### config.mk
export PLATFORM = sky130hd
export DESIGN_NAME = modbus_rtu_response_checker_top
export DESIGN_NICKNAME = d
export VERILOG_FILES = /design/src/design/mrc_pkg.sv /design/src/design/mrc_front.sv /design/src/design/mrc_queue.sv /design/src/design/mrc_back.sv /design/src/design/modbus_rtu_response_checker_top.sv
export SDC_FILE = /design/constraint.sdc
export NUM_CORES = 1
export LEC_CHECK = 0
export ABC_AREA = 1
export BUFFER_PORTS_ARGS = -buffer_cell sky130_fd_sc_hd__buf_4
export CAP_MARGIN = 15
export CELL_PAD_IN_SITES_DETAIL_PLACEMENT = 0
export CELL_PAD_IN_SITES_GLOBAL_PLACEMENT = 1
export CORE_ASPECT_RATIO = 2
export CORE_MARGIN = 5
export CORE_UTILIZATION = 45
export CTS_CLUSTER_DIAMETER = 100
export DETAILED_ROUTE_END_ITERATION = 6
export PLACE_DENSITY = 0.9
export SETUP_SLACK_MARGIN = 0.2
export SLEW_MARGIN = 20
export SYNTH_ARGS = -nofsm -noshare
export SYNTH_HDL_FRONTEND = slang
export SYNTH_SLANG_ARGS = --single-unit
### constraint.sdc
create_clock -name clk -period 4.7 [get_ports clk]
set_input_delay 0.705 -clock clk [delete_from_list [all_inputs] [get_ports clk]]
set_output_delay 0.705 -clock clk [all_outputs]
set_load 0.02 [all_outputs]
### src/design/mrc_pkg.sv
// Shared types, constants and the CRC byte update for the Modbus RTU response checker.
package mrc_pkg;

  localparam logic [6:0]  MaxRegisters = 7'd125;
  localparam logic [15:0] CrcInit      = 16'hFFFF;
  localparam logic [15:0] CrcPoly      = 16'hA001;
  localparam logic [7:0]  FuncRead     = 8'h03;
  localparam logic [7:0]  FuncWrite    = 8'h06;
  localparam logic [7:0]  FuncExcept   = 8'h83;

  localparam int QueueDepth = 2;
  localparam int QueuePtrW  = (QueueDepth > 1) ? $clog2(QueueDepth) : 1;
  localparam int QueueCntW  = $clog2(QueueDepth + 1);

  localparam int          CfgIndexW     = 3;
  localparam int          CfgDataW      = 16;
  localparam logic [2:0]  CfgSlaveId    = 3'd0;
  localparam logic [2:0]  CfgAckMode    = 3'd1;
  localparam logic [2:0]  CfgRegCount   = 3'd2;
  localparam logic [2:0]  CfgEchoAddr   = 3'd3;
  localparam logic [2:0]  CfgEchoValue  = 3'd4;

  typedef enum logic [2:0] {
    ST_OK        = 3'd0,
    ST_CRC       = 3'd1,
    ST_ID        = 3'd2,
    ST_EXCEPTION = 3'd3,
    ST_FUNCTION  = 3'd4,
    ST_COUNT     = 3'd5,
    ST_ECHO      = 3'd6
  } status_t;

  // Role of a byte within the frame, decided when the byte is accepted.
  typedef enum logic [3:0] {
    KIND_FINAL,
    KIND_CRC_LO,
    KIND_ID,
    KIND_FUNC,
    KIND_ADDR_HI,
    KIND_ADDR_LO,
    KIND_VALUE_HI,
    KIND_VALUE_LO,
    KIND_COUNT,
    KIND_DATA_HI,
    KIND_DATA_LO,
    KIND_CRC_ONLY
  } kind_t;

  typedef struct packed {
    logic [7:0] rx_byte;
    kind_t      kind;
    logic       restart;
    logic [6:0] word_index;
  } item_t;

  function automatic logic [15:0] crc_byte(input logic [15:0] crc_in, input logic [7:0] b);
    logic [15:0] c;
    c = crc_in ^ {8'h00, b};
    for (int k = 0; k < 8; k++) begin
      if (c[0]) begin
        c = (c >> 1) ^ CrcPoly;
      end else begin
        c = c >> 1;
      end
    end
    return c;
  endfunction

endpackage

### src/design/mrc_front.sv
// Front end: tracks the byte position and tags each accepted byte with its role.
module mrc_front (
  input  logic          clk,
  input  logic          rst,
  input  logic          in_valid,
  input  logic [7:0]    rx_byte,
  input  logic          frame_start,
  input  logic          ack_mode,
  input  logic [6:0]    count,
  input  logic          queue_full,
  output logic          push,
  output mrc_pkg::item_t item
);
  import mrc_pkg::*;

  logic [7:0] byte_position;
  logic [6:0] word_counter;
  logic [7:0] idx;
  logic [6:0] wc;
  logic [8:0] frame_len;
  logic [8:0] idx_plus1;
  logic [8:0] idx_plus2;
  kind_t      kind;

  assign push      = in_valid && !queue_full;
  assign idx       = frame_start ? 8'd0 : byte_position;
  assign wc        = frame_start ? 7'd0 : word_counter;
  assign frame_len = ack_mode ? 9'd8 : (9'd5 + {1'b0, count, 1'b0});
  assign idx_plus1 = {1'b0, idx} + 9'd1;
  assign idx_plus2 = {1'b0, idx} + 9'd2;

  always_comb begin
    if (idx_plus1 >= frame_len) begin
      kind = KIND_FINAL;
    end else if (idx_plus2 == frame_len) begin
      kind = KIND_CRC_LO;
    end else if (idx == 8'd0) begin
      kind = KIND_ID;
    end else if (idx == 8'd1) begin
      kind = KIND_FUNC;
    end else if (ack_mode) begin
      case (idx)
        8'd2:    kind = KIND_ADDR_HI;
        8'd3:    kind = KIND_ADDR_LO;
        8'd4:    kind = KIND_VALUE_HI;
        8'd5:    kind = KIND_VALUE_LO;
        default: kind = KIND_CRC_ONLY;
      endcase
    end else if (idx == 8'd2) begin
      kind = KIND_COUNT;
    end else if (idx[0]) begin
      kind = KIND_DATA_HI;
    end else begin
      kind = KIND_DATA_LO;
    end
  end

  assign item.rx_byte    = rx_byte;
  assign item.kind       = kind;
  assign item.restart    = frame_start;
  assign item.word_index = wc;

  always_ff @(posedge clk) begin
    if (rst) begin
      byte_position <= 8'd0;
      word_counter  <= 7'd0;
    end else if (push) begin
      if (kind == KIND_FINAL) begin
        byte_position <= 8'd0;
        word_counter  <= 7'd0;
      end else begin
        byte_position <= idx + 8'd1;
        word_counter  <= (kind == KIND_DATA_LO) ? (wc + 7'd1) : wc;
      end
    end
  end

`ifndef NO_ASSERTIONS
  a_final_rewinds: assert property (@(posedge clk) disable iff (rst)
    push && kind == KIND_FINAL |=> byte_position == 8'd0 && word_counter == 7'd0)
    else $error("frame position not rewound after final byte");
`endif

endmodule

### src/design/mrc_queue.sv
// Two-entry queue of tagged bytes between the front and back ends.
module mrc_queue (
  input  logic           clk,
  input  logic           rst,
  input  logic           push,
  input  mrc_pkg::item_t push_item,
  input  logic           pop,
  output logic           full,
  output logic           not_empty,
  output mrc_pkg::item_t head
);
  import mrc_pkg::*;

  item_t                entries [QueueDepth];
  logic [QueuePtrW-1:0] wr_ptr;
  logic [QueuePtrW-1:0] rd_ptr;
  logic [QueueCntW-1:0] count;

  assign full      = (count == QueueCntW'(QueueDepth));
  assign not_empty = (count != '0);
  assign head      = entries[rd_ptr];

  always_ff @(posedge clk) begin
    if (push) begin
      entries[wr_ptr] <= push_item;
    end
  end

  always_ff @(posedge clk) begin
    if (rst) begin
      wr_ptr <= '0;
      rd_ptr <= '0;
      count  <= '0;
    end else begin
      if (push) begin
        wr_ptr <= (wr_ptr == QueuePtrW'(QueueDepth - 1)) ? '0 : wr_ptr + 1'b1;
      end
      if (pop) begin
        rd_ptr <= (rd_ptr == QueuePtrW'(QueueDepth - 1)) ? '0 : rd_ptr + 1'b1;
      end
      if (push && !pop) begin
        count <= count + 1'b1;
      end else if (pop && !push) begin
        count <= count - 1'b1;
      end
    end
  end

`ifndef NO_ASSERTIONS
  a_no_overflow: assert property (@(posedge clk) disable iff (rst)
    full && !pop |=> count == QueueCntW'(QueueDepth))
    else $error("queue lost or gained an entry while full");
  a_no_underflow: assert property (@(posedge clk) disable iff (rst)
    pop |-> not_empty)
    else $error("queue popped while empty");
`endif

endmodule

### src/design/mrc_back.sv
// Back end: CRC, header capture, frame checks and the output register.
module mrc_back (
  input  logic           clk,
  input  logic           rst,
  input  logic           q_not_empty,
  input  mrc_pkg::item_t q_head,
  output logic           pop,
  input  logic [7:0]     slave_id,
  input  logic           ack_mode,
  input  logic [6:0]     count,
  input  logic [15:0]    echo_address,
  input  logic [15:0]    echo_value,
  output logic           out_valid,
  input  logic           out_stall,
  output logic           is_status,
  output logic [15:0]    data_word,
  output logic [6:0]     word_index,
  output logic [2:0]     status
);
  import mrc_pkg::*;

  logic [15:0] running_crc;
  logic [7:0]  received_id;
  logic [7:0]  received_function;
  logic [7:0]  received_count;
  logic [7:0]  pending_high_byte;
  logic [15:0] echo_address_seen;
  logic [15:0] echo_value_seen;
  logic [7:0]  crc_low_byte;

  logic [15:0] crc_base;
  logic [15:0] crc_next;
  status_t     frame_status;

  assign pop      = q_not_empty && (!out_valid || !out_stall);
  assign crc_base = q_head.restart ? CrcInit : running_crc;
  assign crc_next = crc_byte(crc_base, q_head.rx_byte);

  always_comb begin
    if ({q_head.rx_byte, crc_low_byte} != crc_base) begin
      frame_status = ST_CRC;
    end else if (received_id != slave_id) begin
      frame_status = ST_ID;
    end else if (received_function == FuncExcept) begin
      frame_status = ST_EXCEPTION;
    end else if (received_function != (ack_mode ? FuncWrite : FuncRead)) begin
      frame_status = ST_FUNCTION;
    end else if (!ack_mode && received_count != {count, 1'b0}) begin
      frame_status = ST_COUNT;
    end else if (ack_mode && (echo_address_seen != echo_address ||
                              echo_value_seen != echo_value)) begin
      frame_status = ST_ECHO;
    end else begin
      frame_status = ST_OK;
    end
  end

  always_ff @(posedge clk) begin
    if (rst) begin
      out_valid         <= 1'b0;
      running_crc       <= CrcInit;
      received_id       <= 8'd0;
      received_function <= 8'd0;
      received_count    <= 8'd0;
      pending_high_byte <= 8'd0;
      echo_address_seen <= 16'd0;
      echo_value_seen   <= 16'd0;
      crc_low_byte      <= 8'd0;
    end else begin
      if (pop && (q_head.kind == KIND_FINAL || q_head.kind == KIND_DATA_LO)) begin
        out_valid <= 1'b1;
      end else if (out_valid && !out_stall) begin
        out_valid <= 1'b0;
      end
      if (pop) begin
        if (q_head.kind == KIND_FINAL || q_head.kind == KIND_CRC_LO) begin
          running_crc <= (q_head.kind == KIND_FINAL) ? CrcInit : crc_base;
        end else begin
          running_crc <= crc_next;
        end
        case (q_head.kind)
          KIND_FINAL: begin
            is_status  <= 1'b1;
            data_word  <= 16'd0;
            word_index <= 7'd0;
            status     <= frame_status;
          end
          KIND_CRC_LO:   crc_low_byte                <= q_head.rx_byte;
          KIND_ID:       received_id                 <= q_head.rx_byte;
          KIND_FUNC:     received_function           <= q_head.rx_byte;
          KIND_ADDR_HI:  echo_address_seen[15:8]     <= q_head.rx_byte;
          KIND_ADDR_LO:  echo_address_seen[7:0]      <= q_head.rx_byte;
          KIND_VALUE_HI: echo_value_seen[15:8]       <= q_head.rx_byte;
          KIND_VALUE_LO: echo_value_seen[7:0]        <= q_head.rx_byte;
          KIND_COUNT:    received_count              <= q_head.rx_byte;
          KIND_DATA_HI:  pending_high_byte           <= q_head.rx_byte;
          KIND_DATA_LO: begin
            is_status  <= 1'b0;
            data_word  <= {pending_high_byte, q_head.rx_byte};
            word_index <= q_head.word_index;
            status     <= ST_OK;
          end
          default: ;
        endcase
      end
    end
  end

`ifndef NO_ASSERTIONS
  a_final_gives_status: assert property (@(posedge clk) disable iff (rst)
    pop && q_head.kind == KIND_FINAL |=> out_valid && is_status)
    else $error("final byte did not produce a status result");
  a_status_fields_clear: assert property (@(posedge clk) disable iff (rst)
    out_valid && is_status |-> data_word == 16'd0 && word_index == 7'd0)
    else $error("status result carries data fields");
`endif

endmodule

### src/design/modbus_rtu_response_checker_top.sv
// Top level of the Modbus RTU response checker: configuration registers and the pipeline.
//
//   channel  direction  handshake            payload
//   input    in         in_valid / in_stall   rx_byte, frame_start
//   output   out        out_valid / out_stall is_status, data_word, word_index, status
//   config   in         cfg_we                cfg_index, cfg_data
//
// One byte is taken per cycle while in_stall is low; the CRC is a byte-wide update in the back end.
// A byte waits in a queue entry before its result is loaded into the output register.
// in_stall rises only when the two-entry queue is full, i.e. after output stalls back up.
// Reset is synchronous and leaves the checker at the start of a frame with the register defaults.
module modbus_rtu_response_checker_top (
  input  logic                          clk,
  input  logic                          rst,
  input  logic                          in_valid,
  output logic                          in_stall,
  input  logic [7:0]                    rx_byte,
  input  logic                          frame_start,
  output logic                          out_valid,
  input  logic                          out_stall,
  output logic                          is_status,
  output logic [15:0]                   data_word,
  output logic [6:0]                    word_index,
  output logic [2:0]                    status,
  input  logic                          cfg_we,
  input  logic [mrc_pkg::CfgIndexW-1:0] cfg_index,
  input  logic [mrc_pkg::CfgDataW-1:0]  cfg_data
);
  import mrc_pkg::*;

  logic [7:0]  slave_id;
  logic        ack_mode;
  logic [6:0]  register_count;
  logic [15:0] echo_address;
  logic [15:0] echo_value;
  logic [6:0]  count;

  logic  push;
  logic  pop;
  logic  q_full;
  logic  q_not_empty;
  item_t push_item;
  item_t q_head;

  assign count    = (register_count > MaxRegisters) ? MaxRegisters : register_count;
  assign in_stall = q_full;

  always_ff @(posedge clk) begin
    if (rst) begin
      slave_id       <= 8'd1;
      ack_mode       <= 1'b0;
      register_count <= 7'd1;
      echo_address   <= 16'd0;
      echo_value     <= 16'd0;
    end else if (cfg_we) begin
      case (cfg_index)
        CfgSlaveId:   slave_id       <= cfg_data[7:0];
        CfgAckMode:   ack_mode       <= cfg_data[0];
        CfgRegCount:  register_count <= cfg_data[6:0];
        CfgEchoAddr:  echo_address   <= cfg_data;
        CfgEchoValue: echo_value     <= cfg_data;
        default: ;
      endcase
    end
  end

  mrc_front u_front (
    .clk         (clk),
    .rst         (rst),
    .in_valid    (in_valid),
    .rx_byte     (rx_byte),
    .frame_start (frame_start),
    .ack_mode    (ack_mode),
    .count       (count),
    .queue_full  (q_full),
    .push        (push),
    .item        (push_item)
  );

  mrc_queue u_queue (
    .clk       (clk),
    .rst       (rst),
    .push      (push),
    .push_item (push_item),
    .pop       (pop),
    .full      (q_full),
    .not_empty (q_not_empty),
    .head      (q_head)
  );

  mrc_back u_back (
    .clk          (clk),
    .rst          (rst),
    .q_not_empty  (q_not_empty),
    .q_head       (q_head),
    .pop          (pop),
    .slave_id     (slave_id),
    .ack_mode     (ack_mode),
    .count        (count),
    .echo_address (echo_address),
    .echo_value   (echo_value),
    .out_valid    (out_valid),
    .out_stall    (out_stall),
    .is_status    (is_status),
    .data_word    (data_word),
    .word_index   (word_index),
    .status       (status)
  );

endmodule

==> flow_metrics.tcl, run 1 <==
set metrics [dict create \
    core_area_um2 24400 \
    cts_setup_buffers 0 \
    postRouteAntennaNets 0 \
    path_cells "nand3_1, nor2_1, nand2_1, nand2_1, inv_1, ha_1, nand2_1, o21ai_0, nand3_1, ha_1, nand2_1, a21oi_1, nor2_1, nand3_1, nor2_1, buf_4, nand3b_1, nor2_4, nand3_2, nand2_1, o21ai_2, nand2_1, a21oi_1" \
    drcViolationCount 0 \
    n_antenna_cell 0 \
    postCtsHoldBufs 0 \
    setup_violations 0 \
    insertion_delay_ns 0.52 \
    ctsLongestPathBuffers 3 \
    overflow 0 \
    syn_inst 1432 \
    yosys_register_bits 224 \
    async_flop_share_pct 0 \
    synthToLayoutAreaGrowth_pct 13.5 \
    stdcell_count 1827 \
    status "finished clean" \
    synth_top_cell_area_share_pct 28.2 \
    synthFlopType "dfxtp_1" \
    p_clk_share_pct 30.7 \
    report.final.slew_viol_count 0 \
    seq_area_frac_synth_pct 46.3 \
    combPwrFrac_pct 32.7 \
    hold_class "primary input to flip-flop" \
    routedWlPerCell_um 17.2 \
    cts_max_level 1 \
    p_sw_mw 2.39 \
    synth_nets 1482 \
    cts_sinks 224 \
    gp_congestion 0.930 \
    grt_pass1_wl_um 49000 \
    synth-edff-count 67 \
    power_mw 6.36 \
    start_kind "flip-flop" \
    yosysTopAreaCell "dfxtp_1" \
    cp.required_ns 5.06 \
    io_buffers 61 \
    start_util_pct 45.6 \
    drt-pass1-iter-count 6 \
    p_leak_nw 5.21 \
    vias_per_cell 5.23 \
    cts.repair.resized 0 \
    p_seq_share_pct 36.6 \
    crit_arrival_ns 3.89 \
    rows 81 \
    peakVddDrop_v 0.000255 \
    root_buffer "clkbuf_16" \
    swShare_pct 37.5 \
    fin_crit_ns 3.53 \
    cpMaxStageDelayCell "dfxtp_1" \
    synth_area_leaders "dfxtp_1 (28%), edfxtp_1 (18%), nand2_1 (9.5%)" \
    cpPeakStageDelay_ns 0.48 \
    timing.final.crit_share_pct 75.0 \
    dp_hpwl_um 22700 \
    synth_area_per_cell_um2 7.78 \
    routed_wl_um 31500 \
    slew_headroom_pct 32.5 \
    critPathBufInv 2 \
    antenna_found_initial 0 \
    worstPathMaxFanout 12 \
    placed_area_um2 11800 \
    track_usage_pct 22.2 \
    power_density_nw_per_um2 504 \
    crit_type "flip-flop to flip-flop" \
    synth.distinct_cells 49 \
    final_area_um2 12600 \
    end_kind "flip-flop" \
    max_freq_ghz 0.284 \
    crit_top_cell "nand2_1" \
    setup_tns_ns 0 \
    routed-via-count 9547 \
    power.internal_mw 3.98 \
    grt_max_degree 99 \
    max_cap_viol_count 0 \
    skew_ns 0.0109 \
    clk_pin_slew_ns 0.07 \
    die_w_um 121 \
    ios 62 \
    fp.dieH_um 232 \
    ys.warnings.count 0 \
    dp.cells 1787 \
    num-nets-final 1529 \
    dieArea_um2 28200 \
    crit_family "simple AND/OR/NAND/NOR gates" \
    drive_gt1_share_pct 12.8 \
    drtIter0Drc 610 \
    grt_setup_unrepaired "false" \
    grt_pass1_vias 9274 \
    cts_buffers 22 \
    hold_viol 0 \
    syn_area_um2 11100 \
    final_core_utilization_pct 51.7 \
    tightest_slew_ns 1.01 \
    cts_tree "done" \
]
==> final cells by class <==
cell class / instances / area [µm²]
clock inverters: 13 / 170
flip-flops and latches: 224 / 5150
clock buffers: 27 / 643
multi-input cells: 1001 / 5080
inverters: 154 / 594
fillers: 2328 / 11800
well taps: 332 / 415
repair buffers: 76 / 571
==> cell usage after synthesis (all sizes together), types with 25 or more instances <==
library cell	count
a21oi	147
nand3	70
o21ai	129
xor2	30
clkbuf	27
nand2	299
nor2	218
buf	26
edfxtp	67
inv	153
dfxtp	157
nand4	25
==> metal layers <==
layer / share of wire [%] / vias to the layer above / wire [µm] / GRT usage [%]
li1: - / 4766 / - / -
met1: 35 / 4470 / 11200 / 23.2
met2: 55 / 230 / 17300 / 42.7
met3: 4.1 / 81 / 1290 / 2.51
met4: 5.6 / 0 / 1760 / 11.6
met5: 0 / - / 0 / 0
==> per-stage QoR <==
step	worst slack, ns	hold WS, ns
2_1_floorplan	1.02	0.426
3_3_place_gp	0.723	0.436
3_5_place_dp	0.716	0.448
4_1_cts	1.17	0.360
5_1_grt	0.797	0.357
6_report	1.17	0.375
==> sequential cells by signal (all words and copies together), names as in the netlist, 16 cells and up, named ones only <==
register and cells:
u_back.data_word 16, echo_value 16, u_back.running_crc 16, u_queue.entries 40, echo_address 16, u_back.echo_address_seen 16
u_back.echo_value_seen 16
==> cell usage in the layout, fill, tap and decap left out, types with 21 or more instances in the layout <==
cell type  netlist  routed
xnor2_1         24      24
nand2_1        281     281
edfxtp_1        67      67
inv_1          141     140
nand4_1         21      21
a21oi_1        145     145
buf_4            1      76
dfxtp_1        157     157
o21ai_0        102     101
clkbuf_16        0      25
nand3_1         66      66
xor2_1          30      30
nor2_1         202     201
==> power groups by stage <==
stage,combinational (mW),sequential (mW),clock (mW)
3_3_place_gp,2.04,2.36,0
5_1_grt,2.31,2.35,2.07
3_5_place_dp,2.07,2.37,0
4_1_cts,2.08,2.33,1.98
2_1_floorplan,1.48,2.36,0
6_report,2.08,2.33,1.95
==> final timing paths <==
kind | startpoint | to | slack, ns | cells after the start
setup / recovery | register_count[3] | u_front.word_counter[3] | 1.17 | 23
hold / removal | rx_byte[4] | u_queue.entries[0][16] | 0.38 | 1
setup reg to reg | register_count[3] | u_front.word_counter[3] | 1.17 | 23
hold reg to reg | echo_address[3] | echo_address[3] | 0.46 | 2
==> logic make-up (layout without fill, tap and decap cells) <==
kind of cell,after synthesis,after routing,share of synthesized area [%]
buf+inv,207,270,8.07
xor+xnor,54,54,4.25
simple gates,640,640,25.5
compound gates,289,289,13.9
mux,1,1,0.124
flops,224,224,46.3
fa+ha+maj,17,17,1.91
Note: power is estimated with default switching activity, not from simulation.
==> run 2: changes to the inputs <==
--- a/config.mk
+++ b/config.mk
@@ -12,10 +12,10 @@
 export CELL_PAD_IN_SITES_GLOBAL_PLACEMENT = 1
 export CORE_ASPECT_RATIO = 2
 export CORE_MARGIN = 5
-export CORE_UTILIZATION = 45
+export CORE_UTILIZATION = 41
 export CTS_CLUSTER_DIAMETER = 100
 export DETAILED_ROUTE_END_ITERATION = 6
-export PLACE_DENSITY = 0.9
+export PLACE_DENSITY = 0.87
 export SETUP_SLACK_MARGIN = 0.2
 export SLEW_MARGIN = 20
 export SYNTH_ARGS = -nofsm -noshare
==> constraint.sdc (replaced) <==
create_clock -name clk -period 2.85 [get_ports clk]
set_input_delay 0.4275 -clock clk [delete_from_list [all_inputs] [get_ports clk]]
set_output_delay 0.4275 -clock clk [all_outputs]
set_load 0.02 [all_outputs]
==> run 2 against run 1 <==
Net effect: critical path type unchanged; count of clock-buffer cells in the layout down 2; die area up 9.1%; global-route usage down 1.3 points; cell area up 8.9%; via count up 4.0%; combinational power up 80%; sequential share of layout area down 3.3 points; the run now ends with negative setup slack left; critical endpoint is now u_front.word_counter[4]; fmax up 17%; clock skew up 0.0046 ns; worst hold slack worse by 0.29 ns; flip-flop and latch count unchanged.
==> flow_metrics.tcl, run 2 (same netlist as run 1, synthesis figures left out) <==
set metrics [dict create \
    cpPeakStageDelay_ns 0.34 \
    cts_sinks 224 \
    root_buffer "clkbuf_16" \
    die_w_um 127 \
    gp_congestion 0.938 \
    setup_ws_ns -0.157 \
    cts_max_level 1 \
    path_cells "inv_2, nor2_4, ha_4, inv_2, nor3_4, nand2_2, xor2_2, ha_4, nand2_2, a21oi_2, nor2_1, nand3_2, nor2_4, nand3b_1, nor2_4, nand3_4, nand2_1, nand2_1, nand3_2, a21oi_2" \
    overflow 0 \
    drive_gt1_share_pct 22.1 \
    io_buffers 61 \
    grt_pass1_vias 9816 \
    drtIter0Drc 519 \
    violations "negative setup slack" \
    end_kind "flip-flop" \
    num-nets-final 1636 \
    start_kind "flip-flop" \
    power_mw 10.6 \
    start_util_pct 41.4 \
    timing.final.crit_share_pct 106 \
    antenna_found_initial 0 \
    hold_viol 0 \
    routedWlPerCell_um 16.8 \
    peakVddDrop_v 0.000514 \
    synthToLayoutAreaGrowth_pct 23.6 \
    critPathBufInv 2 \
    ios 62 \
    slew_headroom_pct 43.4 \
    insertion_delay_ns 0.53 \
    status "finished with violations" \
    drt-pass1-iter-count 5 \
    fp.dieH_um 243 \
    crit_type "flip-flop to flip-flop" \
    mostFrequentLayoutCells "nand2_1 (271), nor2_1 (190), buf_4 (177)" \
    report.final.slew_viol_count 0 \
    cpMaxStageDelayCell "dfxtp_2" \
    tightest_slew_ns 0.844 \
    routed-via-count 9929 \
    postRouteAntennaNets 0 \
    worstPathMaxFanout 6 \
    crit_arrival_ns 3.41 \
    rows 85 \
    track_usage_pct 20.9 \
    dieArea_um2 30800 \
    drcViolationCount 0 \
    max_freq_ghz 0.333 \
    cts_buffers 22 \
    largest_reg_flops 40 \
    top_register "u_queue.entries" \
    cts_tree "done" \
    clk_pin_slew_ns 0.07 \
    power_density_nw_per_um2 772 \
    grt_setup_unrepaired "true" \
    routed_wl_um 32700 \
    crit_top_cell "nor2_4" \
    final_common_cell "nand2_1" \
    skew_ns 0.0155 \
    p_leak_nw 5.75 \
    hold_class "primary input to flip-flop" \
    grt_pass1_wl_um 51500 \
    vias_per_cell 5.09 \
    fin_crit_ns 3.01 \
    n_antenna_cell 0 \
    max_cap_viol_count 0 \
    cp.required_ns 3.26 \
    dp_hpwl_um 24400 \
    crit_family "simple AND/OR/NAND/NOR gates" \
    core_area_um2 26900 \
    grt_max_degree 57 \
    setup_tns_ns -1.66 \
    ctsLongestPathBuffers 3 \
    setup_violations 15 \
]
-- run 2: through the flow --
stage	std cells	area (µm²)	hold slack [ns]	util, %	setup slack, ns
detailed placement	1883	12500	0.452	46.6	-0.553
finish	1950	13800	0.0880	51.1	-0.157
floorplan	1432	11200	0.426	-	-0.216
global route	1950	13800	0.0784	51.1	-0.343
CTS	1944	13600	0.0729	50.5	-0.0821
global placement	1883	12500	0.434	46.6	-0.481
-- run 2: final cells by class --
class                      count  area (µm²)
multi-input combinational   1002        5420
fill                        2571       13100
timing repair buffer         182        1390
sequential                   224        5160
inverter                     154         601
clock inverter                15         144
clock buffer                  25         604
tap                          348         435
-- run 2: power by group --
part,switching [mW],leakage (nW),total (mW),internal (mW)
Sequential,0.169,1.91,3.84,3.68
Combinational,2.56,3.48,3.75,1.19
Clock,1.31,0.361,3.03,1.72
Total,4.03,5.75,10.6,6.59
-- run 2: repair_timing --
| item | in CTS | in global routing |
|---|---|---|
| setup endpoints to repair | 50 | 55 |
| pin swaps | 21 | 19 |
| hold buffers | 0 | 0 |
| cloned | 1 | 0 |
| gates resized for setup | 37 | 25 |
| buffers inserted | 20 | 6 |
-- run 2: path summary, 6_finish.rpt --
path	start	to	slack (ns)	depth (start not counted)
worst max-delay path	u_front.byte_position[1]	u_front.word_counter[4]	-0.16	20
worst min register to register	u_queue.rd_ptr	flip-flop	0.44	1
worst max register to register	u_front.byte_position[1]	u_front.word_counter[4]	-0.16	20
worst min-delay path	rx_byte[5]	u_queue.entries[1][17]	0.09	1
-- run 2: layer usage --
metal	global-route usage [%]	vias up	share of wire, %
met5	0	-	0
met2	40.4	231	55
li1	-	4979	-
met3	2.66	95	3.8
met1	21.2	4624	35
met4	11.4	0	5.9
==> run 3: changes to the inputs <==
--- a/config.mk
+++ b/config.mk
@@ -6,7 +6,7 @@
 export NUM_CORES = 1
 export LEC_CHECK = 0
 export ABC_AREA = 1
-export BUFFER_PORTS_ARGS = -buffer_cell sky130_fd_sc_hd__buf_4
+export BUFFER_PORTS_ARGS = -buffer_cell sky130_fd_sc_hd__buf_2
 export CAP_MARGIN = 15
 export CELL_PAD_IN_SITES_DETAIL_PLACEMENT = 0
 export CELL_PAD_IN_SITES_GLOBAL_PLACEMENT = 1
@@ -15,9 +15,11 @@
 export CORE_UTILIZATION = 41
 export CTS_CLUSTER_DIAMETER = 100
 export DETAILED_ROUTE_END_ITERATION = 6
-export PLACE_DENSITY = 0.87
+export PLACE_DENSITY = 0.86
 export SETUP_SLACK_MARGIN = 0.2
+export SKIP_LAST_GASP = 1
 export SLEW_MARGIN = 20
 export SYNTH_ARGS = -nofsm -noshare
 export SYNTH_HDL_FRONTEND = slang
+export SYNTH_HIERARCHICAL = 1
 export SYNTH_SLANG_ARGS = --single-unit
==> run 3 against run 2 <==
Net effect: the flow still finishes with violations (negative setup slack); via count decreased by 4.5%; setup slack improved by 0.16 ns; sequential share of layout area increased by 1.9 points; first-iteration DRC count increased by 17%; synthesized area increased by 0.49%; critical path depth decreased by 3; critical path type unchanged; largest power group unchanged.
==> flow_metrics.tcl, run 3 <==
set metrics [dict create \
    routed-via-count 9483 \
    end_kind "flip-flop" \
    hold_viol 0 \
    peakVddDrop_v 0.000374 \
    skew_ns 0.0192 \
    ys.warnings.count 6 \
    fill_cells 2602 \
    max_freq_ghz 0.351 \
    synth_nets 1475 \
    insertion_delay_ns 0.51 \
    fp.dieH_um 244 \
    routedWlPerCell_um 15.4 \
    drt-pass1-iter-count 5 \
    mostFrequentLayoutCells "nand2_1 (267), nor2_1 (211), dfxtp_1 (150)" \
    status "finished with violations" \
    synth_top_cell_area_share_pct 28.1 \
    dp_hpwl_um 21300 \
    root_buffer "clkbuf_16" \
    gp_congestion 0.922 \
    postCtsHoldBufs 0 \
    postRouteAntennaNets 0 \
    synth-edff-count 67 \
    async_flop_share_pct 0 \
    dieArea_um2 30900 \
    antenna_found_initial 1 \
    synthTopCellsByCount "nand2_1 (273), nor2_1 (214), dfxtp_1 (157)" \
    r2r_slack_ns -0.0001 \
    final_common_cell "nand2_1" \
    largest_reg_flops 40 \
    num-nets-final 1573 \
    setup_tns_ns -0.000111 \
    path_cells "nand2_2, inv_2, a31oi_4, ha_4, nand2_4, nor2_1, nand2_1, ha_1, a21oi_1, o21ai_1, a21oi_1, and2_4, nand3_4, buf_4, o21ai_2, nand3_2, a21oi_2" \
    die_w_um 127 \
    syn_area_um2 11200 \
    synthToLayoutAreaGrowth_pct 17.2 \
    crit_top_cell "a21oi_1" \
    cts_buffers 21 \
    clk_pin_slew_ns 0.07 \
    slew_headroom_pct 42.6 \
    rows 85 \
    setup_ws_ns -0.000111 \
    drive_gt1_share_pct 18.1 \
    fin_hold_ws_ns 0.114 \
    tightest_slew_ns 0.858 \
    multiInputGateArea_um2 5300 \
    synth_area_per_cell_um2 7.82 \
    setup_violations 1 \
    worstPathMaxFanout 7 \
    synthFlopType "dfxtp_1" \
    seq_area_frac_synth_pct 46.1 \
    power_mw 10.3 \
    violations "negative setup slack" \
    drcViolationCount 0 \
    synth.distinct_cells 47 \
    core_area_um2 26900 \
    io_buffers 61 \
    cts_sinks 224 \
    power_density_nw_per_um2 788 \
    grt_max_degree 71 \
    cpPeakStageDelay_ns 0.33 \
    track_usage_pct 18.6 \
    seq_area_um2 5170 \
    fin_crit_ns 2.85 \
    p_leak_nw 5.78 \
    start_util_pct 41.6 \
    cpMaxStageDelayCell "dfxtp_2" \
    timing.final.crit_share_pct 100 \
    report.final.slew_viol_count 0 \
    grt_setup_unrepaired "true" \
    cp.required_ns 3.28 \
    vias_per_cell 5.01 \
    cts_max_level 1 \
    crit_type "flip-flop to flip-flop" \
    start_kind "flip-flop" \
    yosysTopAreaCell "dfxtp_1" \
    syn_inst 1430 \
    drtIter0Drc 605 \
    yosys_register_bits 224 \
    crit_arrival_ns 3.28 \
    max_cap_viol_count 0 \
    routed_wl_um 29100 \
    yosysMostFrequentCell "nand2_1" \
    hold_class "primary input to flip-flop" \
    grt_pass1_vias 9172 \
    ios 62 \
    cts_tree "done" \
    synth_area_leaders "dfxtp_1 (28%), edfxtp_1 (18%), nand2_1 (9.2%)" \
    ctsLongestPathBuffers 3 \
    grt_pass1_wl_um 46800 \
    top_register "u_queue/entries" \
    overflow 0 \
]
==> run 3: cell types whose count changed in the layout (fill, tap and decap cells not counted), moves of 8 or more <==
cell     previous run  this run
a21oi_1           142       107
buf_2               0        61
buf_4             177        77
inv_2              15         7
mux2_4              0        20
nand2_2            23        10
nand3_1            60        93
nand4_1            21         8
nor2_1            190       211
nor3_1              2        15
o21ai_1            22         6
xor2_1             27        37
==> run 3: final timing paths <==
check                          from                       to  cells after the start
min                      rx_byte[7]   u_queue/entries[1][19]                      1
min reg2reg  u_back/running_crc[10]   u_back/running_crc[10]                      2
max               register_count[5]  u_front/word_counter[5]                     17
max reg2reg       register_count[5]  u_front/word_counter[5]                     17
==> run 3: metrics by stage <==
step	setup WS, ns	cells	util, %	cell area [µm²]
2_1_floorplan	0.202	1430	-	11200
3_5_place_dp	-0.198	1840	45.4	12200
5_1_grt	-0.145	1892	48.7	13100
3_3_place_gp	-0.103	1840	45.4	12200
6_report	-0.000111	1892	48.7	13100
4_1_cts	0.0989	1887	48.2	13000
==> run 3: area by class of cell <==
type                    count  share of cell area [%]
multi-input cells         991                    40.4
inverters                 144                    4.21
repair buffers            146                    7.76
diodes                      1                  0.0191
clock buffers              23                    4.06
flip-flops and latches    224                    39.4
clock inverters            15                   0.782
well taps                 348                    3.32
==> run 3: kinds of logic (layout without fill, tap and decap cells) <==
group / after synthesis / after routing / synth area share, %
simple gates: 649 / 649 / 25.0
compound gates: 247 / 247 / 11.7
flops: 224 / 224 / 46.1
buf+inv: 215 / 328 / 8.27
xor+xnor: 63 / 63 / 4.93
mux: 20 / 20 / 2.68
fa+ha+maj: 12 / 12 / 1.34
other cells: 0 / 1 / 0
==> run 3: timing repair <==
action                                  4_1_cts  5_1_grt
pin swaps                                    25       26
endpoints found under the setup margin       17       31
buffers inserted                              9        4
gates resized for setup                      22       24
==> run 3: critical path, delay by kind of cell, from the launching register on <==
family / cells / cell delay (ns)
flip-flops: 1 / 0.33
buffers and inverters: 2 / 0.21
AO/OA/AOI/OAI: 6 / 0.87
adder cells (fa/ha/maj): 2 / 0.50
AND/OR/NAND/NOR: 7 / 0.85
==> run 3: layer usage <==
metal / track usage (%) / vias up / share of wire [%] / wire length, µm
met5: 0 / - / 0 / 0
met2: 35.3 / 195 / 55 / 15900
met3: 1.69 / 74 / 2.5 / 730
li1: - / 4834 / - / -
met1: 20.0 / 4380 / 38 / 11000
met4: 9.92 / 0 / 5.2 / 1520
==> run 3: power breakdown <==
part / total [mW] / internal [mW] / switching (mW)
logic: 3.72 / 1.36 / 2.37
clock network: 2.62 / 1.38 / 1.24
registers: 3.98 / 3.75 / 0.237
total: 10.3 / 6.49 / 3.84
